### config.mk
export PLATFORM = sky130hd
export DESIGN_NAME = arp_cache_and_receive
export DESIGN_NICKNAME = d
export VERILOG_FILES = /design/src/rtl/arpc_pkg.sv /design/src/rtl/arpc_ram.sv /design/src/rtl/arpc_front.sv /design/src/rtl/arpc_fifo.sv /design/src/rtl/arpc_back.sv /design/src/rtl/arp_cache_and_receive.sv
export VERILOG_INCLUDE_DIRS = /design/src /design/src/rtl
export SDC_FILE = /design/constraint.sdc
export NUM_CORES = 2
export LEC_CHECK = 0
export BUFFER_PORTS_ARGS = -buffer_cell sky130_fd_sc_hd__buf_2
export CAP_MARGIN = 20
export CORE_MARGIN = 2
export CORE_UTILIZATION = 61
export DETAILED_ROUTE_END_ITERATION = 10
export PLACE_DENSITY = 0.8
export SLEW_MARGIN = 20
export SYNTH_ARGS = -nofsm -noshare
export SYNTH_HDL_FRONTEND = slang
export SYNTH_SLANG_ARGS = --single-unit
### constraint.sdc
create_clock -name clk_i -period 5.7 [get_ports clk_i]
set_clock_uncertainty 0.05 [all_clocks]
set_input_delay 0.57 -clock clk_i [delete_from_list [all_inputs] [get_ports clk_i]]
set_output_delay 0.57 -clock clk_i [all_outputs]
set_load 0.005 [all_outputs]
### src/rtl/arp_cache_and_receive_assert.svh
// ----------------------------------------------------------------------------
// ARP cache assertion macros
// Concurrent assertion wrappers, compiled out for synthesis.
// ----------------------------------------------------------------------------
`ifndef ARP_CACHE_AND_RECEIVE_ASSERT_SVH
`define ARP_CACHE_AND_RECEIVE_ASSERT_SVH

`ifndef SYNTHESIS

// Check that a property holds on every clock edge outside reset.
`define ARPC_ASSERT(lbl, clk, rst_n, prop, msg) \
  lbl: assert property (@(posedge clk) disable iff (!rst_n) prop) else $error(msg);

// Check that a condition never comes true outside reset.
`define ARPC_ASSERT_NEVER(lbl, clk, rst_n, expr, msg) \
  lbl: assert property (@(posedge clk) disable iff (!rst_n) !(expr)) else $error(msg);

`else

`define ARPC_ASSERT(lbl, clk, rst_n, prop, msg)
`define ARPC_ASSERT_NEVER(lbl, clk, rst_n, expr, msg)

`endif

`endif

### src/rtl/arpc_pkg.sv
// ----------------------------------------------------------------------------
// ARP cache package
// Shared constants, status codes and the command passed from front to back.
// ----------------------------------------------------------------------------
package arpc_pkg;

  localparam int DefTableDepth = 16;
  localparam int QueueDepth    = 2;

  localparam int IpW  = 32;
  localparam int MacW = 48;

  localparam logic [15:0] MinLen     = 16'd28;
  localparam logic [15:0] HwEthernet = 16'h0001;
  localparam logic [15:0] ProtoIpv4  = 16'h0800;
  localparam logic [7:0]  HwAddrLen  = 8'd6;
  localparam logic [7:0]  IpAddrLen  = 8'd4;
  localparam logic [15:0] OpRequest  = 16'h0001;

  localparam logic [IpW-1:0]  IpBroadcast  = '1;
  localparam logic [MacW-1:0] MacBroadcast = '1;

  // Item kinds on the op input
  localparam logic OpReceive = 1'b0;
  localparam logic OpLookup  = 1'b1;

  typedef enum logic [2:0] {
    StLearned = 3'd0,
    StShort   = 3'd1,
    StBadHdr  = 3'd2,
    StHit     = 3'd3,
    StMiss    = 3'd4,
    StBcast   = 3'd5
  } status_e;

  typedef enum logic [1:0] {
    KindLookup,
    KindLearn,
    KindShort,
    KindBadHdr
  } kind_e;

  typedef struct packed {
    kind_e           kind;
    logic            reply;
    logic [IpW-1:0]  ip;
    logic [MacW-1:0] mac;
  } cmd_t;

endpackage

### src/rtl/arpc_ram.sv
// ----------------------------------------------------------------------------
// Generic RAM
// One write port, one read port with registered read data.
// ----------------------------------------------------------------------------
module arpc_ram #(
  parameter int Width = 8,
  parameter int Depth = 16,
  localparam int AddrW = (Depth > 1) ? $clog2(Depth) : 1
) (
  input  logic             clk_i,
  input  logic             we_i,
  input  logic [AddrW-1:0] waddr_i,
  input  logic [Width-1:0] wdata_i,
  input  logic [AddrW-1:0] raddr_i,
  output logic [Width-1:0] rdata_o
);

  logic [Width-1:0] mem_q [Depth];
  logic [Width-1:0] rdata_q;

  always_ff @(posedge clk_i) begin
    if (we_i) begin
      mem_q[waddr_i] <= wdata_i;
    end
    rdata_q <= mem_q[raddr_i];
  end

  assign rdata_o = rdata_q;

endmodule

### src/rtl/arpc_front.sv
// ----------------------------------------------------------------------------
// ARP cache front end
// Hold own_ip, accept items and classify them into commands.
// ----------------------------------------------------------------------------
module arpc_front (
  input  logic                  clk_i,
  input  logic                  rst_ni,
  input  logic                  own_ip_we_i,
  input  logic [31:0]           own_ip_i,
  input  logic                  start,
  output logic                  busy,
  input  logic                  op_i,
  input  logic [15:0]           packet_length_i,
  input  logic [15:0]           hw_type_i,
  input  logic [15:0]           prot_type_i,
  input  logic [7:0]            hw_len_i,
  input  logic [7:0]            prot_len_i,
  input  logic [15:0]           arp_opcode_i,
  input  logic [47:0]           src_mac_i,
  input  logic [31:0]           src_ip_i,
  input  logic [31:0]           dst_ip_i,
  input  logic [31:0]           query_ip_i,
  input  logic                  full_i,
  output logic                  push_o,
  output arpc_pkg::cmd_t        cmd_o
);
  import arpc_pkg::*;

  logic [31:0] own_ip_q;
  logic        hdr_ok;

  always_ff @(posedge clk_i or negedge rst_ni) begin
    if (!rst_ni) begin
      own_ip_q <= '0;
    end else if (own_ip_we_i) begin
      own_ip_q <= own_ip_i;
    end
  end

  assign hdr_ok = (hw_type_i == HwEthernet) && (prot_type_i == ProtoIpv4) &&
                  (hw_len_i == HwAddrLen) && (prot_len_i == IpAddrLen);

  always_comb begin
    cmd_o = '0;
    if (op_i == OpLookup) begin
      cmd_o.kind = KindLookup;
      cmd_o.ip   = query_ip_i;
    end else if (packet_length_i < MinLen) begin
      cmd_o.kind = KindShort;
    end else if (!hdr_ok) begin
      cmd_o.kind = KindBadHdr;
    end else begin
      cmd_o.kind  = KindLearn;
      cmd_o.ip    = src_ip_i;
      cmd_o.mac   = src_mac_i;
      cmd_o.reply = (arp_opcode_i == OpRequest) && (dst_ip_i == own_ip_q);
    end
  end

  assign busy   = full_i;
  assign push_o = start && !full_i;

endmodule

### src/rtl/arpc_fifo.sv
// ----------------------------------------------------------------------------
// ARP command queue
// Short queue that decouples classification from the table scan.
// ----------------------------------------------------------------------------
module arpc_fifo (
  input  logic           clk_i,
  input  logic           rst_ni,
  input  logic           push_i,
  input  arpc_pkg::cmd_t cmd_i,
  output logic           full_o,
  input  logic           pop_i,
  output logic           empty_o,
  output arpc_pkg::cmd_t cmd_o
);
  import arpc_pkg::*;

  localparam int PtrW = (QueueDepth > 1) ? $clog2(QueueDepth) : 1;
  localparam int CntW = $clog2(QueueDepth + 1);

  cmd_t            mem_q [QueueDepth];
  logic [PtrW-1:0] wr_ptr_q, rd_ptr_q;
  logic [CntW-1:0] cnt_q;

  assign full_o  = (cnt_q == CntW'(QueueDepth));
  assign empty_o = (cnt_q == '0);
  assign cmd_o   = mem_q[rd_ptr_q];

  always_ff @(posedge clk_i) begin
    if (push_i) begin
      mem_q[wr_ptr_q] <= cmd_i;
    end
  end

  always_ff @(posedge clk_i or negedge rst_ni) begin
    if (!rst_ni) begin
      wr_ptr_q <= '0;
      rd_ptr_q <= '0;
      cnt_q    <= '0;
    end else begin
      if (push_i) begin
        wr_ptr_q <= (wr_ptr_q == PtrW'(QueueDepth - 1)) ? '0 : wr_ptr_q + 1'b1;
      end
      if (pop_i) begin
        rd_ptr_q <= (rd_ptr_q == PtrW'(QueueDepth - 1)) ? '0 : rd_ptr_q + 1'b1;
      end
      if (push_i && !pop_i) begin
        cnt_q <= cnt_q + 1'b1;
      end else if (pop_i && !push_i) begin
        cnt_q <= cnt_q - 1'b1;
      end
    end
  end

endmodule

### src/rtl/arpc_back.sv
// ----------------------------------------------------------------------------
// ARP cache back end
// Scan the table for each command, learn senders and issue results.
// ----------------------------------------------------------------------------
`include "arp_cache_and_receive_assert.svh"

module arpc_back #(
  parameter int TableDepth = arpc_pkg::DefTableDepth
) (
  input  logic           clk_i,
  input  logic           rst_ni,
  input  logic           empty_i,
  input  arpc_pkg::cmd_t cmd_i,
  output logic           pop_o,
  output logic           done_o,
  output logic [2:0]     status_o,
  output logic           send_reply_o,
  output logic [31:0]    reply_ip_o,
  output logic [47:0]    reply_mac_o,
  output logic [47:0]    found_mac_o
);
  import arpc_pkg::*;

  localparam int IdxW = (TableDepth > 1) ? $clog2(TableDepth) : 1;
  localparam int EntW = IpW + MacW;
  localparam logic [IdxW-1:0] LastIdx = IdxW'(TableDepth - 1);

  typedef enum logic [1:0] {
    StIdle,
    StScan,
    StFinish
  } state_e;

  state_e                state_q, state_d;
  cmd_t                  cmd_q, cmd_d;
  logic [IdxW-1:0]       rd_idx_q, rd_idx_d;
  logic                  issue_done_q, issue_done_d;
  logic                  cmp_vld_q, cmp_vld_d;
  logic [IdxW-1:0]       cmp_idx_q, cmp_idx_d;
  logic                  hit_q, hit_d;
  logic [IdxW-1:0]       hit_idx_q, hit_idx_d;
  logic [MacW-1:0]       hit_mac_q, hit_mac_d;
  logic                  free_q, free_d;
  logic [IdxW-1:0]       free_idx_q, free_idx_d;
  logic [TableDepth-1:0] valid_q, valid_d;
  logic                  done_q, done_d;
  status_e               status_q, status_d;
  logic                  send_reply_q, send_reply_d;
  logic [IpW-1:0]        reply_ip_q, reply_ip_d;
  logic [MacW-1:0]       reply_mac_q, reply_mac_d;
  logic [MacW-1:0]       found_mac_q, found_mac_d;

  logic                  ram_we;
  logic [IdxW-1:0]       ram_waddr;
  logic [EntW-1:0]       ram_rdata;
  logic [IpW-1:0]        ent_ip;
  logic [MacW-1:0]       ent_mac;
  logic                  ent_valid;

  arpc_ram #(
    .Width (EntW),
    .Depth (TableDepth)
  ) u_table (
    .clk_i   (clk_i),
    .we_i    (ram_we),
    .waddr_i (ram_waddr),
    .wdata_i ({cmd_q.ip, cmd_q.mac}),
    .raddr_i (rd_idx_q),
    .rdata_o (ram_rdata)
  );

  assign ent_ip    = ram_rdata[EntW-1:MacW];
  assign ent_mac   = ram_rdata[MacW-1:0];
  assign ent_valid = valid_q[cmp_idx_q];

  always_comb begin
    state_d      = state_q;
    cmd_d        = cmd_q;
    rd_idx_d     = rd_idx_q;
    issue_done_d = issue_done_q;
    cmp_vld_d    = 1'b0;
    cmp_idx_d    = cmp_idx_q;
    hit_d        = hit_q;
    hit_idx_d    = hit_idx_q;
    hit_mac_d    = hit_mac_q;
    free_d       = free_q;
    free_idx_d   = free_idx_q;
    valid_d      = valid_q;
    done_d       = 1'b0;
    status_d     = status_q;
    send_reply_d = send_reply_q;
    reply_ip_d   = reply_ip_q;
    reply_mac_d  = reply_mac_q;
    found_mac_d  = found_mac_q;
    pop_o        = 1'b0;
    ram_we       = 1'b0;
    ram_waddr    = hit_q ? hit_idx_q : (free_q ? free_idx_q : '0);

    unique case (state_q)
      StIdle: begin
        if (!empty_i) begin
          pop_o = 1'b1;
          cmd_d = cmd_i;
          unique case (cmd_i.kind) inside
            KindShort, KindBadHdr: begin
              // Rejected packets report at once and touch no entry
              done_d       = 1'b1;
              status_d     = (cmd_i.kind == KindShort) ? StShort : StBadHdr;
              send_reply_d = 1'b0;
              reply_ip_d   = '0;
              reply_mac_d  = '0;
              found_mac_d  = '0;
            end
            default: begin
              rd_idx_d     = '0;
              issue_done_d = 1'b0;
              hit_d        = 1'b0;
              free_d       = 1'b0;
              state_d      = StScan;
            end
          endcase
        end
      end

      StScan: begin
        if (!issue_done_q) begin
          cmp_vld_d = 1'b1;
          cmp_idx_d = rd_idx_q;
          if (rd_idx_q == LastIdx) begin
            issue_done_d = 1'b1;
          end else begin
            rd_idx_d = rd_idx_q + 1'b1;
          end
        end
        if (cmp_vld_q) begin
          if (ent_valid && (ent_ip == cmd_q.ip)) begin
            hit_d     = 1'b1;
            hit_idx_d = cmp_idx_q;
            hit_mac_d = ent_mac;
            state_d   = StFinish;
          end else begin
            if (!ent_valid && !free_q) begin
              free_d     = 1'b1;
              free_idx_d = cmp_idx_q;
            end
            if (cmp_idx_q == LastIdx) begin
              state_d = StFinish;
            end
          end
        end
      end

      StFinish: begin
        state_d = StIdle;
        done_d  = 1'b1;
        if (cmd_q.kind == KindLearn) begin
          // Update the match, else take the first free slot, else slot zero
          ram_we             = 1'b1;
          valid_d[ram_waddr] = 1'b1;
          status_d           = StLearned;
          send_reply_d       = cmd_q.reply;
          reply_ip_d         = cmd_q.reply ? cmd_q.ip : '0;
          reply_mac_d        = cmd_q.reply ? cmd_q.mac : '0;
          found_mac_d        = '0;
        end else begin
          send_reply_d = 1'b0;
          reply_ip_d   = '0;
          reply_mac_d  = '0;
          if (hit_q) begin
            status_d    = StHit;
            found_mac_d = hit_mac_q;
          end else if (cmd_q.ip == IpBroadcast) begin
            status_d    = StBcast;
            found_mac_d = MacBroadcast;
          end else begin
            status_d    = StMiss;
            found_mac_d = '0;
          end
        end
      end

      default: begin
        state_d = StIdle;
      end
    endcase
  end

  always_ff @(posedge clk_i or negedge rst_ni) begin
    if (!rst_ni) begin
      state_q      <= StIdle;
      cmd_q        <= '0;
      rd_idx_q     <= '0;
      issue_done_q <= 1'b0;
      cmp_vld_q    <= 1'b0;
      cmp_idx_q    <= '0;
      hit_q        <= 1'b0;
      hit_idx_q    <= '0;
      hit_mac_q    <= '0;
      free_q       <= 1'b0;
      free_idx_q   <= '0;
      valid_q      <= '0;
      done_q       <= 1'b0;
      status_q     <= StLearned;
      send_reply_q <= 1'b0;
      reply_ip_q   <= '0;
      reply_mac_q  <= '0;
      found_mac_q  <= '0;
    end else begin
      state_q      <= state_d;
      cmd_q        <= cmd_d;
      rd_idx_q     <= rd_idx_d;
      issue_done_q <= issue_done_d;
      cmp_vld_q    <= cmp_vld_d;
      cmp_idx_q    <= cmp_idx_d;
      hit_q        <= hit_d;
      hit_idx_q    <= hit_idx_d;
      hit_mac_q    <= hit_mac_d;
      free_q       <= free_d;
      free_idx_q   <= free_idx_d;
      valid_q      <= valid_d;
      done_q       <= done_d;
      status_q     <= status_d;
      send_reply_q <= send_reply_d;
      reply_ip_q   <= reply_ip_d;
      reply_mac_q  <= reply_mac_d;
      found_mac_q  <= found_mac_d;
    end
  end

  assign done_o       = done_q;
  assign status_o     = status_q;
  assign send_reply_o = send_reply_q;
  assign reply_ip_o   = reply_ip_q;
  assign reply_mac_o  = reply_mac_q;
  assign found_mac_o  = found_mac_q;

  `ARPC_ASSERT(a_finish_then_done, clk_i, rst_ni, (state_q == StFinish) |=> done_q, "finish without result")
  `ARPC_ASSERT(a_we_only_learn, clk_i, rst_ni, ram_we |-> (cmd_q.kind == KindLearn), "table write outside learn")
  `ARPC_ASSERT(a_scan_kind, clk_i, rst_ni, (state_q == StScan) |-> (cmd_q.kind == KindLookup || cmd_q.kind == KindLearn), "scan of rejected command")
  `ARPC_ASSERT(a_reply_learned, clk_i, rst_ni, (done_q && send_reply_q) |-> (status_q == StLearned), "reply without learn")
  `ARPC_ASSERT_NEVER(a_no_pop_busy, clk_i, rst_ni, pop_o && (state_q != StIdle), "pop while busy")

endmodule

### src/rtl/arp_cache_and_receive.sv
// ----------------------------------------------------------------------------
// ARP cache and receive path
// IPv4-to-MAC cache with ARP packet checking, learning and lookups.
// ----------------------------------------------------------------------------
// Drive an item with start high; it transfers at a rising edge where busy is
// low. Each item yields one result, shown for a single cycle with done_o high;
// the receiver must take it then, it cannot stall the block. A short or
// malformed packet is popped from the queue and reported without a table
// scan. A lookup or a learn walks the table one entry per cycle through the
// single read port of the table RAM, which has registered read data, and
// stops early when the address is found; a finish state then writes a
// learned entry or reports the lookup. A two-entry command queue sits
// between classification and the scan; busy rises only while it is full.
// Valid bits clear at reset, so no clearing pass is needed. Write own_ip
// only while no item is in flight.
// ----------------------------------------------------------------------------
module arp_cache_and_receive #(
  parameter int TABLE_DEPTH = arpc_pkg::DefTableDepth
) (
  input  logic        clk_i,
  input  logic        rst_ni,
  // Configuration
  input  logic        own_ip_we_i,
  input  logic [31:0] own_ip_i,
  // Command channel
  input  logic        start,
  output logic        busy,
  input  logic        op_i,
  input  logic [15:0] packet_length_i,
  input  logic [15:0] hw_type_i,
  input  logic [15:0] prot_type_i,
  input  logic [7:0]  hw_len_i,
  input  logic [7:0]  prot_len_i,
  input  logic [15:0] arp_opcode_i,
  input  logic [47:0] src_mac_i,
  input  logic [31:0] src_ip_i,
  input  logic [31:0] dst_ip_i,
  input  logic [31:0] query_ip_i,
  // Result channel
  output logic        done_o,
  output logic [2:0]  status_o,
  output logic        send_reply_o,
  output logic [31:0] reply_ip_o,
  output logic [47:0] reply_mac_o,
  output logic [47:0] found_mac_o
);
  import arpc_pkg::*;

  cmd_t front_cmd, queue_cmd;
  logic push, full, pop, empty;

  // Classify each transfer and keep own_ip
  arpc_front u_front (
    .clk_i           (clk_i),
    .rst_ni          (rst_ni),
    .own_ip_we_i     (own_ip_we_i),
    .own_ip_i        (own_ip_i),
    .start           (start),
    .busy            (busy),
    .op_i            (op_i),
    .packet_length_i (packet_length_i),
    .hw_type_i       (hw_type_i),
    .prot_type_i     (prot_type_i),
    .hw_len_i        (hw_len_i),
    .prot_len_i      (prot_len_i),
    .arp_opcode_i    (arp_opcode_i),
    .src_mac_i       (src_mac_i),
    .src_ip_i        (src_ip_i),
    .dst_ip_i        (dst_ip_i),
    .query_ip_i      (query_ip_i),
    .full_i          (full),
    .push_o          (push),
    .cmd_o           (front_cmd)
  );

  // Hold classified commands until the back end is free
  arpc_fifo u_queue (
    .clk_i   (clk_i),
    .rst_ni  (rst_ni),
    .push_i  (push),
    .cmd_i   (front_cmd),
    .full_o  (full),
    .pop_i   (pop),
    .empty_o (empty),
    .cmd_o   (queue_cmd)
  );

  // Scan, learn and report
  arpc_back #(
    .TableDepth (TABLE_DEPTH)
  ) u_back (
    .clk_i        (clk_i),
    .rst_ni       (rst_ni),
    .empty_i      (empty),
    .cmd_i        (queue_cmd),
    .pop_o        (pop),
    .done_o       (done_o),
    .status_o     (status_o),
    .send_reply_o (send_reply_o),
    .reply_ip_o   (reply_ip_o),
    .reply_mac_o  (reply_mac_o),
    .found_mac_o  (found_mac_o)
  );

endmodule
==> impl_metrics.toml <==
[yosys]
synthArstFlopShare_pct = 18.1
postSynthCellCount = 3903
muxShareOfSynthArea_pct = 12.7
synth_xor_area_share_pct = 0.856
syn_avg_cell_area_sq_um = 18.1
synth-edff-count = 1446
synth_area_sq_um = 70600
synthSimpleGateAreaFrac_pct = 2.80
synth_top_area_cell = "edfxtp_1"
yosys_warnings = 0
yosys_register_bits = 1864
synth-compound-area-share_pct = 6.53
synth-main-ff-cell = "edfxtp_1"
synthAdderAreaFrac_pct = 0.0354
synth_top_family_by_area = "multiplexers"
synth_fp_nets = 4166
synth-seq-area-share_pct = 75.7
synth_top_area_share_pct = 61.5
synthDistinctLibCells = 55
synth_area_leaders = "edfxtp_1 (61%), dfrtp_1 (12%), mux4_2 (5.2%), mux2i_1 (4.6%), mux2_2 (2.6%)"

[routing]
ant_nets = 0
routed_wl_um = 169000
dr.pass1.iters = 6
vias = 39100
drc_errors = 0
via_per_inst = 6.48
wl_per_cell_um = 28.0
drtIter0Drc = 4700

[floorplanning]
ios = 395
start_util_pct = 61.6
dieWidth_um = 344
rows = 124
design.die.area_sq_um = 119000
core_sq_um = 115000
die_h_um = 344

[final_layout]
synthToLayoutAreaGrowth_pct = 14.3
fin_nets = 4630
final_cell_mix = "edfxtp_1 (1,446), buf_2 (392), dfrtp_1 (332), mux2i_1 (324), o21ai_0 (249)"
drive_gt1_share_pct = 24.5
stdcell_count = 6033
final_common_cell = "edfxtp_1"
fin_util_pct = 70.4

[setup_path]
path_class = "flip-flop to flip-flop"
worstPathRequired_ns = 6.30
critPathCaptureType = "flip-flop"
startpoint_type = "flip-flop"
cp.arrival_ns = 4.60
cp_max_fo = 32

[run_status]
status = "finished clean"

[global_route]
grt_max_degree = 116
grt_pass1_wl_um = 250000
antenna_found_initial = 7
grt_pass1_vias = 39900
grtUsageTotal_pct = 28.6
grt_overflow = 0

[timing]
fmax_mhz = 250
hold_violations = 0
setup_tns_ns = 0
period_needed_ns = 4.00
holdWs_ns = 0.0300
relSlewSlack_pct = 25.3
rsz0062_at_grt = "no"
worstMarginPinSlew_ns = 1.12
finalMaxSlewViolations = 0
fin_crit_sh_pct = 70.2
setup_viol = 0

[placed_design]
post-place-cells = 5664
port_buffers = 392
gp_congestion = 0.813
dpl.hpwl_um = 89700

[power_and_ir_drop]
power_switching_share_pct = 30.5
clockPowerShare_pct = 30.0
p_int_mw = 27.1
combPwrFrac_pct = 20.8
leakage_nw = 29.8
irDropWorstVdd_mv = 0.345
power_density_nw_per_um2 = 483
finalPower_mw = 39.0
p_sw_mw = 11.9
seq_power_share_pct = 49.3

[cts]
clock-sinks = 1864
cts_buffer_depth = 3
cts_max_level = 4
clock_latency_ns = 0.78
clk_pin_slew_worst_paths_ns = 0.06
cts_tree = "yes"
post_cts_resized = 0
cts_buffers = 178
clockRootBuffer = "clkbuf_16"

[flow_run]
drv_cap = 0

[hold_path]
hold_path.class = "primary input to flip-flop"
[per-layer routing]
metal  vias up  part of all wire [%]  routed length [um]  track usage (%)
li1      16400                     -                   -                -
met1     20200                    38               64200             39.4
met2      2239                    50               84100             47.2
met3       343                   9.4               15800             5.00
met4         8                   2.7                4600             8.95
met5         -                 0.029                  49                0
[synthesized netlist by cell type, types with 3 or more instances]
| cell | instances |
|---|---|
| buf_2 | 45 |
| buf_1 | 19 |
| o21ai_0 | 249 |
| nor4b_1 | 4 |
| mux2_4 | 9 |
| and2_1 | 50 |
| a31oi_1 | 4 |
| mux2_1 | 3 |
| nand2b_1 | 51 |
| inv_1 | 7 |
| o21bai_1 | 9 |
| and3_1 | 3 |
| a21oi_1 | 85 |
| or2_2 | 9 |
| nor2b_1 | 6 |
| nand4_1 | 25 |
| mux4_2 | 164 |
| a221oi_1 | 80 |
| xnor2_1 | 51 |
| clkbuf_1 | 152 |
| xor2_1 | 18 |
| mux2i_1 | 324 |
| nand2_1 | 175 |
| mux2_2 | 163 |
| dfrtp_1 | 338 |
| a22oi_1 | 81 |
| dfxtp_1 | 80 |
| nor2_1 | 32 |
| edfxtp_1 | 1446 |
| buf_6 | 5 |
| a22o_1 | 165 |
| nor4_1 | 21 |
[area by class of cell]
cell class              count  area, sq um
flip-flops and latches   1864        53500
clock buffers             258         5070
multi-input cells        1810        16400
repair buffers            506         3150
fillers                  6671        33900
inverters                   7         31.3
diodes                      2         5.00
clock inverters            74          728
well taps                1512         1890
[critical path, cell delays in order (launching register included)]
cell      delay [ns]
dfrtp_1         0.71
xnor2_1         0.49
nand4_1         0.14
nor4_1          0.84
nand4b_4        0.65
buf_4           0.57
mux2_4          0.38
[power by group through the flow]
stage / combinational, mW / sequential [mW] / clock (mW)
after floorplan: 5.88 / 18.3 / 0
after global placement: 7.67 / 19.3 / 0
after detailed placement: 7.89 / 19.4 / 0
after CTS: 8.08 / 19.1 / 11.8
after global routing: 8.69 / 19.4 / 12.3
final: 8.10 / 19.2 / 11.7
[per-stage QoR]
step	instance area [sq um]	setup slack, ns
2_1_floorplan	70600	0.518
3_3_place_gp	74600	1.87
3_5_place_dp	74600	1.75
4_1_cts	80700	1.74
5_1_grt	80700	1.63
6_report	80700	1.70
[kinds of logic (layout without fill, tap and decap cells)]
family	count (synthesis)	in the layout
XOR/XNOR	69	69
flip-flops	1864	1864
buffers and inverters	229	845
AO/OA/AOI/OAI	684	684
AND/OR/NAND/NOR	391	391
adder cells (fa/ha/maj)	2	2
multiplexers	664	664
other	0	2
[registers in the layout, indices dropped and copies added (netlist names), 2 cells and up]
signal and count:
u_back.cmd_q 83, u_back.cmp_idx_q 4, u_back.found_mac_o 48, u_back.free_idx_q 4, u_back.hit_idx_q 4, u_back.hit_mac_q 48, u_back.rd_idx_q 4, u_back.reply_ip_o 32
u_back.reply_mac_o 48, u_back.state_q 2, u_back.status_o 3, u_back.u_table.mem_q 1280, u_back.u_table.rdata_o 80, u_back.valid_q 16, u_front.own_ip_q 32, u_queue.cnt_q 2
u_queue.mem_q 166
[worst paths after layout]
kind | endpoint | startpoint | slack [ns] | cells past startpoint
max | u_back.hit_mac_q[38]$_DFFE_PN0P_ | u_back.cmd_q[78]$_DFFE_PN0P_ | 1.70 | 6
min | u_queue.mem_q[0][31]$_DFFE_PP_ | src_mac_i[31] | 0.03 | 2
max reg2reg | u_back.hit_mac_q[38]$_DFFE_PN0P_ | u_back.cmd_q[78]$_DFFE_PN0P_ | 1.70 | 6
min reg2reg | u_back.hit_mac_q[47]$_DFFE_PN0P_ | u_back.u_table.rdata_o[47]$_DFF_P_ | 0.39 | 1
max in group asynchronous | u_back.hit_mac_q[15]$_DFFE_PN0P_ | rst_ni | 4.06 | 3
min in group asynchronous | u_back.cmd_q[53]$_DFFE_PN0P_ | rst_ni | 0.39 | 2
[repair_timing]
item,4_1_cts,5_1_grt
hold buffers,33,0
setup buffers,0,0
hold endpoints to repair,116,0
Note: power is estimated with default switching activity, not from simulation.
